==> config.mk <==
export PLATFORM = sky130hd
export DESIGN_NAME = stepper_reel_controller_top
export DESIGN_NICKNAME = d
export VERILOG_FILES = /design/src/rtl/src_pkg.sv /design/src/rtl/src_pos_mod.sv /design/src/rtl/src_core.sv /design/src/rtl/stepper_reel_controller_top.sv
export SDC_FILE = /design/constraint.sdc
export NUM_CORES = 1
export LEC_CHECK = 0
export BUFFER_PORTS_ARGS = -buffer_cell sky130_fd_sc_hd__buf_4
export CAP_MARGIN = 20
export CORE_ASPECT_RATIO = 2
export CORE_MARGIN = 8
export CORE_UTILIZATION = 50
export CTS_CLUSTER_SIZE = 10
export DETAILED_ROUTE_END_ITERATION = 10
export PLACE_DENSITY_LB_ADDON = 0.1
export SETUP_SLACK_MARGIN = 0.15
export SLEW_MARGIN = 25
export SYNTH_ARGS = -nofsm -noshare
export SYNTH_HDL_FRONTEND = slang
export SYNTH_SLANG_ARGS = --single-unit
==> constraint.sdc <==
create_clock -name clock -period 8.3 [get_ports clock]
set_input_delay 0.83 -clock clock [delete_from_list [all_inputs] [get_ports clock]]
set_output_delay 0.83 -clock clock [all_outputs]
set_load 0.01 [all_outputs]
==> src/rtl/src_pkg.sv <==
// Shared types, constants and the helper function of the stepper reel controller.
package src_pkg;

   localparam int unsigned KIND_W = 2;
   localparam int unsigned COUNT_W = 16;
   localparam int unsigned POS_W = 12;
   localparam int unsigned REVS_W = 8;
   localparam int unsigned LEVEL_W = 10;
   localparam int unsigned REM_W = 24;
   localparam int unsigned SIZE_W = 13;
   localparam int unsigned PERIOD_W = 24;
   localparam int unsigned HOMING_W = 16;
   localparam int unsigned CSR_INDEX_W = 2;
   localparam int unsigned CSR_DATA_W = 24;

   localparam int unsigned DEF_MAX_STEPS_PER_REV = 4096;
   localparam int unsigned DEF_TIMER_WIDTH = 24;

   localparam logic [KIND_W-1:0] KIND_TICK = 2'd0;
   localparam logic [KIND_W-1:0] KIND_MOVE = 2'd1;
   localparam logic [KIND_W-1:0] KIND_MOVE_TO = 2'd2;
   localparam logic [KIND_W-1:0] KIND_HOME = 2'd3;

   localparam logic [CSR_INDEX_W-1:0] REG_STEPS_PER_REV = 2'd0;
   localparam logic [CSR_INDEX_W-1:0] REG_STEP_PERIOD = 2'd1;
   localparam logic [CSR_INDEX_W-1:0] REG_HOMING_STEPS = 2'd2;
   localparam logic [CSR_INDEX_W-1:0] REG_SENSOR_THRESHOLD = 2'd3;

   localparam logic [SIZE_W-1:0] RST_STEPS_PER_REV = 13'd200;
   localparam logic [PERIOD_W-1:0] RST_STEP_PERIOD = 24'd10000;
   localparam logic [HOMING_W-1:0] RST_HOMING_STEPS = 16'd210;
   localparam logic [LEVEL_W-1:0] RST_SENSOR_THRESHOLD = 10'd500;

   typedef struct packed {
      logic [KIND_W-1:0]  kind;
      logic [COUNT_W-1:0] step_count;
      logic [POS_W-1:0]   target_position;
      logic [REVS_W-1:0]  revolutions;
      logic [LEVEL_W-1:0] sensor_level;
   } req_type;

   typedef struct packed {
      logic             coil_a;
      logic             coil_b;
      logic             stepped;
      logic [POS_W-1:0] reel_position;
      logic [REM_W-1:0] steps_left;
      logic             homing_active;
   } rsp_type;

   // Working configuration handed to the step logic; size is already clamped.
   typedef struct packed {
      logic [SIZE_W-1:0]   rev_size;
      logic [PERIOD_W-1:0] step_period;
      logic [HOMING_W-1:0] homing_steps;
      logic [LEVEL_W-1:0]  sensor_threshold;
   } cfg_type;

   // Revolution size clamped to 1..max_spr.
   function automatic logic [SIZE_W-1:0] rev_size(input logic [SIZE_W-1:0] spr,
                                                  input int unsigned max_spr);
      logic [SIZE_W-1:0] size;
      size = spr;
      if (spr == '0) begin
         size = SIZE_W'(1);
      end else if (32'(spr) > max_spr) begin
         size = SIZE_W'(max_spr);
      end
      return size;
   endfunction

endpackage

==> src/rtl/src_pos_mod.sv <==
// Bit-serial remainder unit that finds the position after a step when the revolution shrank.
module src_pos_mod (
   input  logic                        clock,
   input  logic                        reset,
   input  logic                        start,
   input  logic [src_pkg::SIZE_W-1:0]  dividend,
   input  logic [src_pkg::SIZE_W-1:0]  divisor,
   output logic                        busy,
   output logic [src_pkg::SIZE_W-1:0]  remainder
);

   localparam int unsigned CNT_W = $clog2(src_pkg::SIZE_W + 1);

   logic [CNT_W-1:0]            cnt_ff, cnt_in;
   logic [src_pkg::SIZE_W-1:0]  num_ff, num_in;
   logic [src_pkg::SIZE_W-1:0]  den_ff, den_in;
   logic [src_pkg::SIZE_W-1:0]  rem_ff, rem_in;
   logic [src_pkg::SIZE_W:0]    trial;

   assign busy = (cnt_ff != '0);
   assign remainder = rem_ff;
   assign trial = {rem_ff, num_ff[src_pkg::SIZE_W-1]};

   always_comb begin
      cnt_in = cnt_ff;
      num_in = num_ff;
      den_in = den_ff;
      rem_in = rem_ff;
      if (start) begin
         cnt_in = CNT_W'(src_pkg::SIZE_W);
         num_in = dividend;
         den_in = divisor;
         rem_in = '0;
      end else if (busy) begin
         cnt_in = cnt_ff - CNT_W'(1);
         num_in = {num_ff[src_pkg::SIZE_W-2:0], 1'b0};
         if (trial >= {1'b0, den_ff}) begin
            rem_in = src_pkg::SIZE_W'(trial - {1'b0, den_ff});
         end else begin
            rem_in = trial[src_pkg::SIZE_W-1:0];
         end
      end
   end

   always_ff @(posedge clock) begin
      if (reset) begin
         cnt_ff <= '0;
      end else begin
         cnt_ff <= cnt_in;
      end
      num_ff <= num_in;
      den_ff <= den_in;
      rem_ff <= rem_in;
   end

endmodule

==> src/rtl/src_core.sv <==
// Motor state registers and the single-pass step logic for one item.
module src_core #(
   parameter int unsigned TIMER_WIDTH = src_pkg::DEF_TIMER_WIDTH
) (
   input  logic                       clock,
   input  logic                       reset,
   input  logic                       fire,
   input  src_pkg::req_type           item,
   input  src_pkg::cfg_type           cfg,
   input  logic [src_pkg::SIZE_W-1:0] wrap_pos,
   output logic [src_pkg::POS_W-1:0]  position,
   output src_pkg::rsp_type           result
);

   localparam logic [TIMER_WIDTH-1:0] TIMER_MAX = '1;
   localparam int unsigned DIST_W = src_pkg::REM_W + 1;

   logic [src_pkg::POS_W-1:0]   pos_ff, pos_in;
   logic [src_pkg::REM_W-1:0]   rem_ff, rem_in;
   logic [TIMER_WIDTH-1:0]      elapsed_ff, elapsed_in;
   logic                        wire_a_ff, wire_a_in;
   logic                        wire_b_ff, wire_b_in;
   logic                        homing_ff, homing_in;
   logic [src_pkg::LEVEL_W-1:0] sample_ff, sample_in;

   logic [TIMER_WIDTH-1:0]      elapsed_inc;
   logic                        due;
   logic [1:0]                  phase;
   logic [src_pkg::SIZE_W-1:0]  pos_ext;
   logic [src_pkg::SIZE_W-1:0]  pos_inc;
   logic [src_pkg::SIZE_W-1:0]  pos_step;
   logic signed [DIST_W-1:0]    dist_base;
   logic signed [DIST_W-1:0]    dist_turns;
   logic signed [DIST_W-1:0]    dist_sum;
   logic                        stepped;

   assign position = pos_ff;
   assign pos_ext = {1'b0, pos_ff};
   assign pos_inc = pos_ext + src_pkg::SIZE_W'(1);
   assign phase = rem_ff[1:0];

   always_comb begin
      elapsed_inc = elapsed_ff;
      if (elapsed_ff != TIMER_MAX) begin
         elapsed_inc = elapsed_ff + TIMER_WIDTH'(1);
      end
   end

   assign due = (rem_ff != '0) &&
                ((elapsed_inc == TIMER_MAX) || (32'(elapsed_inc) >= 32'(cfg.step_period)));

   // A position left beyond a shrunken revolution takes the precomputed remainder.
   always_comb begin
      if (pos_ext < cfg.rev_size) begin
         pos_step = (pos_inc == cfg.rev_size) ? '0 : pos_inc;
      end else begin
         pos_step = wrap_pos;
      end
   end

   // Forward distance for move_to; a negative sum reads as a huge count and saturates.
   always_comb begin
      if (item.target_position == pos_ff) begin
         dist_base = DIST_W'(cfg.rev_size);
      end else if (item.target_position > pos_ff) begin
         dist_base = DIST_W'(item.target_position) - DIST_W'(pos_ff);
      end else begin
         dist_base = DIST_W'(cfg.rev_size) - DIST_W'(pos_ff) + DIST_W'(item.target_position);
      end
   end

   assign dist_turns = DIST_W'(cfg.rev_size) * DIST_W'(item.revolutions);
   assign dist_sum = dist_base + dist_turns;

   always_comb begin
      pos_in = pos_ff;
      rem_in = rem_ff;
      elapsed_in = elapsed_ff;
      wire_a_in = wire_a_ff;
      wire_b_in = wire_b_ff;
      homing_in = homing_ff;
      sample_in = sample_ff;
      stepped = 1'b0;
      unique case (item.kind)
         src_pkg::KIND_TICK: begin
            elapsed_in = elapsed_inc;
            if (due) begin
               stepped = 1'b1;
               elapsed_in = '0;
               wire_a_in = (phase == 2'd1) || (phase == 2'd2);
               wire_b_in = (phase == 2'd0) || (phase == 2'd1);
               rem_in = rem_ff - src_pkg::REM_W'(1);
               pos_in = pos_step[src_pkg::POS_W-1:0];
               if (homing_ff) begin
                  if ((sample_ff >= cfg.sensor_threshold) &&
                      (item.sensor_level < cfg.sensor_threshold)) begin
                     homing_in = 1'b0;
                     rem_in = '0;
                     pos_in = '0;
                  end else begin
                     sample_in = item.sensor_level;
                  end
               end
            end
         end
         src_pkg::KIND_MOVE: begin
            rem_in = src_pkg::REM_W'(item.step_count);
            homing_in = 1'b0;
         end
         src_pkg::KIND_MOVE_TO: begin
            rem_in = dist_sum[DIST_W-1] ? '1 : dist_sum[src_pkg::REM_W-1:0];
            homing_in = 1'b0;
         end
         src_pkg::KIND_HOME: begin
            rem_in = src_pkg::REM_W'(cfg.homing_steps);
            homing_in = 1'b1;
            sample_in = item.sensor_level;
         end
         default: begin
         end
      endcase
   end

   always_comb begin
      result.coil_a = wire_a_in;
      result.coil_b = wire_b_in;
      result.stepped = stepped;
      result.reel_position = pos_in;
      result.steps_left = rem_in;
      result.homing_active = homing_in;
   end

   always_ff @(posedge clock) begin
      if (reset) begin
         pos_ff <= '0;
         rem_ff <= '0;
         elapsed_ff <= TIMER_MAX;
         wire_a_ff <= 1'b0;
         wire_b_ff <= 1'b0;
         homing_ff <= 1'b0;
         sample_ff <= '0;
      end else if (fire) begin
         pos_ff <= pos_in;
         rem_ff <= rem_in;
         elapsed_ff <= elapsed_in;
         wire_a_ff <= wire_a_in;
         wire_b_ff <= wire_b_in;
         homing_ff <= homing_in;
         sample_ff <= sample_in;
      end
   end

   a_step_only_on_tick: assert property (@(posedge clock) disable iff (reset)
      fire && result.stepped |-> item.kind == src_pkg::KIND_TICK)
      else $error("motor step taken on a command item");

   a_cancel_homing: assert property (@(posedge clock) disable iff (reset)
      fire && (item.kind == src_pkg::KIND_MOVE || item.kind == src_pkg::KIND_MOVE_TO)
      |=> !homing_ff)
      else $error("move command left homing pending");

   a_step_in_revolution: assert property (@(posedge clock) disable iff (reset)
      fire && result.stepped |=> {1'b0, pos_ff} < cfg.rev_size)
      else $error("stepped position outside the revolution");

endmodule

==> src/rtl/stepper_reel_controller_top.sv <==
// Top level of the stepper reel controller: handshake stages, registers, remainder unit and step core.
//
// Usage: items enter on the req_ channel (valid/ready) and each one gives exactly one
// result item on the rsp_ channel (valid/ready), in order. A tick item stands for one
// time unit and may step the motor; move, move_to and home items load the step count
// or start a homing run. Configuration registers are written through csr_we, csr_index
// and csr_wdata; the user must write them only while no item is in flight, which the
// block itself does not enforce. An accepted item is loaded into the input register,
// is worked in one pass by the step core once the output register can take its result
// and no remainder pass runs, and its result is then loaded into the output register,
// which drives rsp_valid. Throughput is one item per clock while the receiver takes
// results and no remainder pass runs: the state update and the result are a single
// pass of logic from the input register. A write of steps_per_rev starts a bit-serial
// remainder unit (one bit per cycle) for the case where the current position lies
// beyond the new revolution; req_ready stays low while it runs.
// Reset (synchronous, active high) clears both channel stages, the motor state (position
// zero, no steps left, step timer saturated, coils low, homing off) and loads the
// default configuration. When the receiver stalls, the output register holds its item,
// the input register holds the next one and req_ready falls until space frees up.
module stepper_reel_controller_top #(
   parameter int unsigned MAX_STEPS_PER_REV = src_pkg::DEF_MAX_STEPS_PER_REV,
   parameter int unsigned TIMER_WIDTH = src_pkg::DEF_TIMER_WIDTH
) (
   input  logic                            clock,
   input  logic                            reset,
   input  logic                            req_valid,
   output logic                            req_ready,
   input  src_pkg::req_type                req_item,
   output logic                            rsp_valid,
   input  logic                            rsp_ready,
   output src_pkg::rsp_type                rsp_item,
   input  logic                            csr_we,
   input  logic [src_pkg::CSR_INDEX_W-1:0] csr_index,
   input  logic [src_pkg::CSR_DATA_W-1:0]  csr_wdata
);

   // Configuration registers, stored as written.
   logic [src_pkg::SIZE_W-1:0]   spr_ff, spr_in;
   logic [src_pkg::PERIOD_W-1:0] period_ff, period_in;
   logic [src_pkg::HOMING_W-1:0] hsteps_ff, hsteps_in;
   logic [src_pkg::LEVEL_W-1:0]  thresh_ff, thresh_in;

   // Input stage and output stage of the two channels.
   logic                  in_valid_ff, in_valid_in;
   src_pkg::req_type      in_item_ff, in_item_in;
   logic                  out_valid_ff, out_valid_in;
   src_pkg::rsp_type      out_item_ff, out_item_in;

   src_pkg::cfg_type            cfg;
   src_pkg::rsp_type            result;
   logic [src_pkg::POS_W-1:0]   position;
   logic [src_pkg::SIZE_W-1:0]  wrap_pos;
   logic                        mod_busy;
   logic                        mod_start;
   logic                        advance;
   logic                        req_fire;

   always_comb begin
      cfg.rev_size = src_pkg::rev_size(spr_ff, MAX_STEPS_PER_REV);
      cfg.step_period = period_ff;
      cfg.homing_steps = hsteps_ff;
      cfg.sensor_threshold = thresh_ff;
   end

   // The item in the input register is worked whenever the remainder unit is idle and
   // the output register can take its result: it is empty or is being drained this cycle.
   assign advance = in_valid_ff && !mod_busy && (!out_valid_ff || rsp_ready);
   assign req_ready = !mod_busy && (!in_valid_ff || advance);
   assign req_fire = req_valid && req_ready;

   assign rsp_valid = out_valid_ff;
   assign rsp_item = out_item_ff;

   always_comb begin
      spr_in = spr_ff;
      period_in = period_ff;
      hsteps_in = hsteps_ff;
      thresh_in = thresh_ff;
      if (csr_we) begin
         unique case (csr_index)
            src_pkg::REG_STEPS_PER_REV:    spr_in = csr_wdata[src_pkg::SIZE_W-1:0];
            src_pkg::REG_STEP_PERIOD:      period_in = csr_wdata[src_pkg::PERIOD_W-1:0];
            src_pkg::REG_HOMING_STEPS:     hsteps_in = csr_wdata[src_pkg::HOMING_W-1:0];
            src_pkg::REG_SENSOR_THRESHOLD: thresh_in = csr_wdata[src_pkg::LEVEL_W-1:0];
            default: begin
            end
         endcase
      end
   end

   // A new revolution size precomputes (position + 1) mod size for the one step that
   // may follow from a position beyond the new revolution.
   assign mod_start = csr_we && (csr_index == src_pkg::REG_STEPS_PER_REV);

   src_pos_mod u_pos_mod (
      .clock     (clock),
      .reset     (reset),
      .start     (mod_start),
      .dividend  ({1'b0, position} + src_pkg::SIZE_W'(1)),
      .divisor   (src_pkg::rev_size(csr_wdata[src_pkg::SIZE_W-1:0], MAX_STEPS_PER_REV)),
      .busy      (mod_busy),
      .remainder (wrap_pos)
   );

   src_core #(
      .TIMER_WIDTH (TIMER_WIDTH)
   ) u_core (
      .clock    (clock),
      .reset    (reset),
      .fire     (advance),
      .item     (in_item_ff),
      .cfg      (cfg),
      .wrap_pos (wrap_pos),
      .position (position),
      .result   (result)
   );

   always_comb begin
      in_valid_in = in_valid_ff;
      in_item_in = in_item_ff;
      if (req_fire) begin
         in_valid_in = 1'b1;
         in_item_in = req_item;
      end else if (advance) begin
         in_valid_in = 1'b0;
      end
   end

   always_comb begin
      out_valid_in = out_valid_ff;
      out_item_in = out_item_ff;
      if (advance) begin
         out_valid_in = 1'b1;
         out_item_in = result;
      end else if (rsp_ready) begin
         out_valid_in = 1'b0;
      end
   end

   always_ff @(posedge clock) begin
      if (reset) begin
         spr_ff <= src_pkg::RST_STEPS_PER_REV;
         period_ff <= src_pkg::RST_STEP_PERIOD;
         hsteps_ff <= src_pkg::RST_HOMING_STEPS;
         thresh_ff <= src_pkg::RST_SENSOR_THRESHOLD;
         in_valid_ff <= 1'b0;
         out_valid_ff <= 1'b0;
      end else begin
         spr_ff <= spr_in;
         period_ff <= period_in;
         hsteps_ff <= hsteps_in;
         thresh_ff <= thresh_in;
         in_valid_ff <= in_valid_in;
         out_valid_ff <= out_valid_in;
      end
      in_item_ff <= in_item_in;
      out_item_ff <= out_item_in;
   end

   a_no_intake_while_wrapping: assert property (@(posedge clock) disable iff (reset)
      mod_busy |-> !req_ready && !advance)
      else $error("item taken while the remainder unit is running");

   a_worked_item_shows: assert property (@(posedge clock) disable iff (reset)
      advance |=> rsp_valid)
      else $error("worked item did not reach the output register");

   a_stall_keeps_item: assert property (@(posedge clock) disable iff (reset)
      in_valid_ff && out_valid_ff && !rsp_ready |=> in_valid_ff && $stable(in_item_ff))
      else $error("input register lost its item during a stall");

   a_reset_clears: assert property (@(posedge clock)
      reset |=> !rsp_valid && !mod_busy && !in_valid_ff)
      else $error("reset left an item or the remainder unit active");

endmodule

==> results of run 1 <==
[through the flow]
step	instance area (um^2)	util, %	power [uW]	cells	hold WS, ns
detailed placement	21800	54.1	7440	2973	0.448
CTS	22700	56.4	8740	3030	0.373
finish	22700	56.4	8790	3030	0.409
global route	22700	56.4	9420	3030	0.380
global placement	21800	54.1	7340	2973	0.444
floorplan	20300	-	5700	2399	0.431
[registers in the layout, indices dropped and copies added, names as in the netlist, 4 cells and up]
register             count
u_pos_mod.num_ff        13
u_pos_mod.den_ff        13
u_core.position         12
u_pos_mod.cnt_ff         4
rsp_item                40
period_ff               24
thresh_ff               10
spr_ff                  13
hsteps_ff               16
u_core.sample_ff        10
in_item_ff              48
u_core.elapsed_ff       24
u_pos_mod.remainder     13
u_core.rem_ff           24
[Yosys cell counts (18+ instances only)]
library cell  instances  area share, %
nor4_1               18           0.55
and3_1               22           0.68
o211ai_1             33            1.2
or3_1                18           0.55
nor2b_1              35            1.1
a31oi_1              34            1.0
nand2_1             302            5.6
nor3_1               45            1.1
and2_1               99            3.0
edfxtp_1            114             17
a21o_1               29            1.1
a21oi_1             184            4.5
xor2_1               30            1.3
o21ai_0             164            4.0
mux2i_1              22            1.1
clkbuf_1             97            1.8
nand4_1              24           0.74
inv_1               183            3.4
nand3_1              77            1.9
nor2_1              148            2.7
fa_1                 71            7.0
xnor2_1              63            2.7
dfxtp_1             155             15
o21a_1               28            1.0
ha_1                159            9.8
[power by group]
part | internal, uW | leakage (uW) | switching [uW]
Sequential | 1710 | 0.00232 | 224
Clock | 700 | 0.000427 | 564
Combinational | 2010 | 0.00692 | 3590
[area by class of cell]
| cell class | instances | area [um^2] |
|---|---|---|
| timing repair buffer | 164 | 1230 |
| clock inverter | 3 | 33.8 |
| clock buffer | 54 | 862 |
| fill | 3721 | 17500 |
| multi-input combinational | 1825 | 12700 |
| inverter | 185 | 696 |
| tap | 530 | 663 |
| sequential | 269 | 6530 |
[repair_timing]
action	4_1_cts	5_1_grt
endpoints found under the setup margin	0	30
gates resized for setup	0	9
hold buffers	0	0
[layer usage]
layer / vias up / GRT usage [%] / wire, um
met2: 637 / 52.6 / 35900
li1: 8649 / - / -
met5: - / 0 / 0
met4: 0 / 22.3 / 5930
met1: 8759 / 28.6 / 23500
met3: 245 / 3.96 / 3400
[how the worst max path moves through the flow]
| stage | startpoint | end | slack [ns] | cells past startpoint |
|---|---|---|---|---|
| finish | spr_ff[12]$_SDFFE_PP0P_ | u_core.rem_ff[2]$_SDFFE_PP0P_ | 0.60 | 27 |
| floorplan | spr_ff[12]$_SDFFE_PP0P_ | rsp_item[3]$_DFFE_PP_ | 0.69 | 28 |
| CTS | spr_ff[1]$_SDFFE_PP0P_ | u_core.rem_ff[21]$_SDFFE_PP0P_ | 0.53 | 30 |
| global route | spr_ff[1]$_SDFFE_PP0P_ | u_core.rem_ff[2]$_SDFFE_PP0P_ | 0.18 | 30 |
| global placement | spr_ff[1]$_SDFFE_PP0P_ | u_core.rem_ff[2]$_SDFFE_PP0P_ | 0.69 | 29 |
| detailed placement | spr_ff[12]$_SDFFE_PP0P_ | u_core.rem_ff[2]$_SDFFE_PP0P_ | 0.54 | 27 |
[cell families (layout without fill, tap and decap cells)]
kind of cell / Yosys count / count (layout)
simple gates: 849 / 849
mux: 27 / 27
buf+inv: 305 / 406
fa+ha+maj: 230 / 230
xor+xnor: 94 / 94
compound gates: 625 / 625
flops: 269 / 269
==> out/metrics.yaml, run 1 <==
synthMuxAreaShare_pct: 1.36
period_needed_ns: 7.70
dr.pass1.iters: 7
rr_endpoint: "u_core.rem_ff[2]$_SDFFE_PP0P_"
wire_per_inst_um: 22.7
gp_congestion: 0.986
worstHoldStart: "req_item[23]"
fin_nets: 2785
ioPinCount: 121
fin_worst_skew_ns: 0.0180
setup_ws_ns: 0.597
clkSinkCount: 269
area_delta_synth_final_pct: 11.5
crit_family: "adder cells"
grt.overflow.total: 0
cp-start-kind: "flop"
status: "finished, final reports clean"
synth_compound_area_share_pct: 19.5
vias: 18290
io_buffers: 120
antenna_found_initial: 0
worst_slew_pin_slew_ns: 0.995
ys_ff_latch: 269
setup_viol: 0
syn-num-nets: 2708
synthCells: 2399
track_usage_pct: 28.9
netlist_area_um2: 20300
die_w_um: 159
cts_tree: "yes"
layout-drive-gt1-share_pct: 10.1
slowest_stage: "or4b_2"
slew_headroom_pct: 33.7
cap_violations: 0
slew_violations: 0
path_max_fanout: 13
setup_tns_ns: 0
ys_types: 87
ys_async_sr_fraction_pct: 0
cp.required_ns: 8.78
post-route-period-util_pct: 92.8
drc: 0
antenna_cells: 0
final-hold-violation-count: 0
path_class: "flop to flop"
max_freq_mhz: 130
drt_iter0_drc: 1004
hpwl_mm: 53.4
synth-xor-area-share_pct: 4.12
p_leak_uw: 0.00967
rows: 104
synth-edff-count: 114
grt_pass1_vias: 18813
postRouteAntennaNets: 0
cpPeakStageDelay_ns: 0.64
r2r_cells: 27
final_cell_mix: "302 x nand2_1, 184 x a21oi_1, 182 x inv_1"
grt_max_degree: 68
initial_utilization_pct: 50.6
cts_buffer_depth: 3
arrival_ns: 8.19
critPathCaptureType: "flop"
rsz0062_at_grt: "no"
r2r_slack_ns: 0.60
die_h_um: 301
synthAdderAreaFrac_pct: 16.8
min_path_type: "primary input to flop"
die_area_um2: 47800
min_to: "in_item_ff[23]$_DFFE_PP_"
seq_area_frac_synth_pct: 32.1
ir_drop_uv: 350
clkTransAtPathRegs_ns: 0.07
syn_area_per_cell_um2: 8.48
numCtsBuffers: 31
layout_commonest_cell: "nand2_1"
wirelength_mm: 68.7
core_um2: 40200
cts_root_buf: "clkbuf_16"
critPathBufInv: 3
viasPerCell: 6.04
place_ws_ns: 0.540
reg2reg_from: "spr_ff[12]$_SDFFE_PP0P_"
whs_path_depth: 1
powerDensity_nw_per_um2: 388
clock_latency_ns: 0.59
synth-simple-area-share_pct: 20.4
yosys_warnings: 0
htree_levels: 1
postCtsSetupBuffers: 0
synth_flop_cell: "dfxtp_1"
grt_pass1_wl_mm: 106
synth_top_family_by_area: "simple AND/OR/NAND/NOR gates"
Power figures use the tool's default switching activity.
==> inputs of run 2 (changes only) <==
--- a/config.mk
+++ b/config.mk
@@ -11,3 +11,3 @@
 export CORE_MARGIN = 8
-export CORE_UTILIZATION = 50
+export CORE_UTILIZATION = 56
 export CTS_CLUSTER_SIZE = 10
==> constraint.sdc (replaced) <==
create_clock -name clock -period 8.3 [get_ports clock]
set_input_delay 0.415 -clock clock [delete_from_list [all_inputs] [get_ports clock]]
set_output_delay 0.415 -clock clock [all_outputs]
set_load 0.01 [all_outputs]
==> out/metrics.yaml, run 2 (synthesis gave the netlist of run 1 again) <==
total_power_uw: 8710  # was 8790 uW
largest_reg_flops: 48  # unchanged
worst-path-stages: 29  # was 27
fin_worst_skew_ns: 0.0181  # was 0.0180 ns
wirelength_mm: 62.5  # was 68.7 mm
gp_congestion: 0.958  # was 0.986
io_buffers: 120  # unchanged
comb_power_share_pct: 63.2  # was 63.6%
whs_path_depth: 1  # unchanged
setup_tns_ns: 0  # unchanged
final_cell_mix: "302 x nand2_1, 184 x a21oi_1, 182 x inv_1"  # unchanged
cpMostUsedCell: "fa_1"
post-route-period-util_pct: 91.8  # was 92.8%
grt_pass1_wl_mm: 98.4  # was 106 mm
clock_latency_ns: 0.60  # was 0.59 ns
pwr-share-seq_pct: 22.1  # was 22.0%
cts_root_buf: "clkbuf_16"  # unchanged
layout_commonest_cell: "nand2_1"  # unchanged
slowest_stage: "or4b_2"  # unchanged
cp.required_ns: 8.62  # was 8.78 ns
viasPerCell: 6.11  # was 6.04
grt_max_degree: 87  # was 68
drc: 0  # unchanged
ir_drop_uv: 366  # was 350 uV
slew_violations: 0  # unchanged
rows: 99  # was 104
die_area_um2: 43000  # was 47800 um^2
track_usage_pct: 28.8  # was 28.9%
ioPinCount: 121  # unchanged
placed_cell_area_um2: 21600  # was 21800 um^2
critPathBufInv: 4  # was 3
min_path_type: "primary input to flop"  # unchanged
worst_slew_pin_slew_ns: 1.02  # was 0.995 ns
postRouteAntennaNets: 0  # unchanged
grt.overflow.total: 0  # unchanged
final-hold-violation-count: 0  # unchanged
layout-drive-gt1-share_pct: 9.65  # was 10.1%
vias: 18307  # was 18290
dr.pass1.iters: 5  # was 7
antenna_cells: 0  # unchanged
max_freq_mhz: 131  # was 130 MHz
cpPeakStageDelay_ns: 0.65  # was 0.64 ns
crit_family: "adder cells"  # unchanged
p_leak_uw: 0.00984  # was 0.00967 uW
htree_levels: 1  # unchanged
die_h_um: 286  # was 301 um
area_delta_synth_final_pct: 13.2  # was 11.5%
arrival_ns: 7.93  # was 8.19 ns
fin_nets: 2825  # was 2785
cts_tree: "yes"  # unchanged
cap_violations: 0  # unchanged
powerDensity_nw_per_um2: 378  # was 388 nW/um^2
clkSinkCount: 269  # unchanged
regMostFlops: "in_item_ff"  # unchanged
cts_buffer_depth: 3  # unchanged
p_sw_share_pct: 49.3  # was 49.8%
rsz0062_at_grt: "no"  # unchanged
wire_per_inst_um: 20.9  # was 22.7 um
clockPowerShare_pct: 14.7  # was 14.4%
intPower_uw: 4420  # was 4410 uW
core_um2: 36200  # was 40200 um^2
path_class: "flop to flop"  # unchanged
r2r_cells: 29  # was 27
die_w_um: 151  # was 159 um
critPathCaptureType: "flop"  # unchanged
clkTransAtPathRegs_ns: 0.06  # was 0.07 ns
numCtsBuffers: 31  # unchanged
num-fill-cells: 3187  # was 3721
initial_utilization_pct: 56.2  # was 50.6%
period_needed_ns: 7.62  # was 7.70 ns
cp-start-kind: "flop"  # unchanged
status: "finished, final reports clean"  # unchanged
slew_headroom_pct: 31.8  # was 33.7%
antenna_found_initial: 0  # unchanged
grt_pass1_vias: 17982  # was 18813
hpwl_mm: 45.9  # was 53.4 mm
path_max_fanout: 9  # was 13
p_sw_uw: 4290  # was 4380 uW
setup_viol: 0  # unchanged
design_area_um2: 23000  # was 22700 um^2
drt_iter0_drc: 1583  # was 1004
run 2: per-stage QoR:
step	instances	setup WS (ns)	util [%]	hold slack [ns]
detailed placement	2889	0.261	59.8	0.447
floorplan	2399	0.690	-	0.431
global placement	2889	0.485	59.8	0.438
global route	2994	0.214	63.7	0.0127
finish	2994	0.681	63.7	0.0333
CTS	2993	0.265	63.6	0.00230
run 2: cell type report:
type,count,area [um^2],area share (%)
inverters,185,694,3.02
clock inverters,3,30.0,0.130
well taps,454,568,2.47
flip-flops and latches,269,6530,28.3
multi-input cells,1825,12700,55.1
clock buffers,54,872,3.79
repair buffers,204,1650,7.16
run 2: metal layers:
layer	share of wire, %	vias up	routed length [um]	GRT usage [%]
met5	0	-	0	0
met4	5.5	0	3440	14.7
li1	-	8726	-	-
met2	48	745	30300	47.7
met3	6.1	173	3810	3.43
met1	40	8663	25000	36.0
run 2: final timing paths:
check | endpoint | start | slack, ns
max reg2reg | rsp_item[3]$_DFFE_PP_ | spr_ff[4]$_SDFFE_PP0P_ | 0.68
max | rsp_item[3]$_DFFE_PP_ | spr_ff[4]$_SDFFE_PP0P_ | 0.68
min | in_item_ff[16]$_DFFE_PP_ | req_item[16] | 0.03
min reg2reg | thresh_ff[3]$_SDFFE_PP0P_ | thresh_ff[3]$_SDFFE_PP0P_ | 0.46
run 2: repair_timing:
| item | 4_1_cts | 5_1_grt |
|---|---|---|
| hold buffers | 47 | 0 |
| hold endpoints to repair | 47 | 0 |
| gates resized for setup | 0 | 9 |
| buffers inserted | 0 | 1 |
| setup endpoints to repair | 0 | 48 |
run 2: worst reg2reg max path, delay by kind of cell, from the launching register on:
kind	cells	cell delay [ns]
adder cells (fa/ha/maj)	6	2.84
AND/OR/NAND/NOR	9	2.00
flip-flops	1	0.34
XOR/XNOR	1	0.09
buffers and inverters	4	0.30
AO/OA/AOI/OAI	9	1.80
run 2: power by group through the flow:
stage | clock network [uW] | registers (uW) | logic (uW)
floorplan | 0 | 1860 | 3850
detailed placement | 0 | 1940 | 5350
finish | 1280 | 1930 | 5500
global placement | 0 | 1940 | 5340
global route | 1350 | 1950 | 6040
CTS | 1300 | 1920 | 5420
==> inputs of run 3 (changes only) <==
Settings changed: CORE_UTILIZATION 56 to 35.
==> out/metrics.yaml, run 3 (synthesis gave the netlist of run 1 again) <==
status: "finished, final reports clean"  # unchanged
grt_pass1_vias: 17583  # was 17982
setup_viol: 0  # unchanged
cts_buffer_depth: 3  # unchanged
die_area_um2: 66500  # was 43000 um^2
rsz0062_at_grt: "yes"  # was no
wirelength_mm: 67.3  # was 62.5 mm
regMostFlops: "in_item_ff"  # unchanged
grt_max_degree: 87  # unchanged
fin_worst_skew_ns: 0.0147  # was 0.0181 ns
slew_violations: 0  # unchanged
final_cell_mix: "302 x nand2_1, 184 x a21oi_1, 182 x inv_1"  # unchanged
arrival_ns: 7.87  # was 7.93 ns
dr.pass1.iters: 6  # was 5
path_max_fanout: 5  # was 9
io_buffers: 120  # unchanged
reg2reg_from: "spr_ff[1]$_SDFFE_PP0P_"  # was spr_ff[4]$_SDFFE_PP0P_
wire_per_inst_um: 20.6  # was 20.9 um
cts-hold-fix-buffers: 0  # was 47
fin_nets: 2786  # was 2825
dp.cells: 3201  # was 2889
slew_headroom_pct: 32.7  # was 31.8%
drt_iter0_drc: 1280  # was 1583
postRouteAntennaNets: 0  # unchanged
p_leak_uw: 0.00973  # was 0.00984 uW
ioPinCount: 121  # unchanged
vias: 17667  # was 18307
final-hold-violation-count: 0  # unchanged
viasPerCell: 5.42  # was 6.11
layout-drive-gt1-share_pct: 10.2  # was 9.65%
slowest_stage: "or4b_2"  # unchanged
cp-startpoint: "spr_ff[1]$_SDFFE_PP0P_"  # was spr_ff[4]$_SDFFE_PP0P_
ir_drop_uv: 352  # was 366 uV
crit_family: "adder cells"  # unchanged
hpwl_mm: 50.6  # was 45.9 mm
critPathCaptureType: "flop"  # unchanged
area_delta_synth_final_pct: 13.6  # was 13.2%
clkTransAtPathRegs_ns: 0.06  # about the same
r2r_slack_ns: 0.69  # was 0.68 ns
cts_tree: "yes"  # unchanged
cts_root_buf: "clkbuf_16"  # unchanged
core_um2: 57700  # was 36200 um^2
post-route-period-util_pct: 91.6  # was 91.8%
antenna_found_initial: 0  # unchanged
layout_commonest_cell: "nand2_1"  # unchanged
clkSinkCount: 269  # unchanged
path_class: "flop to flop"  # unchanged
r2r_cells: 28  # was 29
worst_slew_pin_slew_ns: 1.01  # was 1.02 ns
gp_congestion: 0.882  # was 0.958
worst-path-stages: 28  # was 29
htree_levels: 2  # was 1
cp-endpoint: "rsp_item[3]$_DFFE_PP_"  # unchanged
rows: 125  # was 99
numCtsBuffers: 34  # was 31
period_needed_ns: 7.61  # was 7.62 ns
num-fill-cells: 5895  # was 3187
grt.overflow.total: 0  # unchanged
max_freq_mhz: 131  # about the same
total_power_uw: 8890  # was 8710 uW
post-route-util_pct: 40.0  # was 63.7%
critPathBufInv: 4  # unchanged
die_h_um: 357  # was 286 um
cp-start-kind: "flop"  # unchanged
powerDensity_nw_per_um2: 385  # was 378 nW/um^2
grt_pass1_wl_mm: 105  # was 98.4 mm
rr_endpoint: "rsp_item[3]$_DFFE_PP_"  # unchanged
track_usage_pct: 19.9  # was 28.8%
cpMostUsedCell: "fa_1"  # unchanged
initial_utilization_pct: 35.2  # was 56.2%
cap_violations: 0  # unchanged
antenna_cells: 0  # unchanged
largest_reg_flops: 48  # unchanged
setup_tns_ns: 0  # unchanged
min_path_type: "primary input to flop"  # unchanged
clock_latency_ns: 0.54  # was 0.60 ns
drc: 0  # unchanged
cpPeakStageDelay_ns: 0.64  # was 0.65 ns
final_cells: 3262  # was 2994
die_w_um: 186  # was 151 um
cp.required_ns: 8.57  # was 8.62 ns
[run 3: changes by cell type in the layout (fill, tap and decap cells not counted), sizes merged]
cell	change
dlygate4sd3	-47
buf	+5
clkbuf	+1
clkinv	+1
[run 3: area by class of cell]
class	instances	area [um^2]	area share (%)
multi-input cells	1825	12700	54.8
flip-flops and latches	269	6530	28.3
repair buffers	162	1240	5.35
clock buffers	55	970	4.20
well taps	762	953	4.13
inverters	185	696	3.01
clock inverters	4	50.0	0.217
[run 3: through the flow]
| stage | setup slack (ns) | hold WS [ns] | cell area (um^2) |
|---|---|---|---|
| 2_1_floorplan | 0.690 | 0.431 | 20300 |
| 3_3_place_gp | 0.666 | 0.443 | 22000 |
| 3_5_place_dp | 0.519 | 0.447 | 22000 |
| 4_1_cts | 0.507 | 0.0102 | 23000 |
| 5_1_grt | 0.129 | 0.0227 | 23100 |
| 6_report | 0.695 | 0.0481 | 23100 |
[run 3: power by group]
part / internal, uW / total (uW) / switching (uW)
logic: 2000 / 5540 / 3540
registers: 1710 / 1930 / 218
clock network: 804 / 1420 / 611
[run 3: layer usage]
layer | GRT usage [%] | vias up | share of wire, %
li1 | - | 8643 | -
met1 | 25.6 | 8465 | 44
met2 | 34.1 | 465 | 48
met3 | 2.43 | 94 | 4.1
met4 | 6.74 | 0 | 3.1
met5 | 0 | - | 0
[run 3: worst min path at each step]
stage                                  to                  startpoint  cells past startpoint
2_1_floorplan   hsteps_ff[9]$_SDFFE_PP0P_   hsteps_ff[9]$_SDFFE_PP0P_                      2
3_3_place_gp    period_ff[5]$_SDFFE_PP0P_   period_ff[5]$_SDFFE_PP0P_                      2
3_5_place_dp   period_ff[11]$_SDFFE_PP0P_  period_ff[11]$_SDFFE_PP0P_                      2
4_1_cts           in_item_ff[6]$_DFFE_PP_                 req_item[6]                      1
5_1_grt          in_item_ff[41]$_DFFE_PP_                req_item[41]                      1
6_report         in_item_ff[18]$_DFFE_PP_                req_item[18]                      1
[run 3: timing repair]
action,4_1_cts,5_1_grt
gates resized for setup,0,6
setup buffers,0,1
endpoints found under the setup margin,0,39
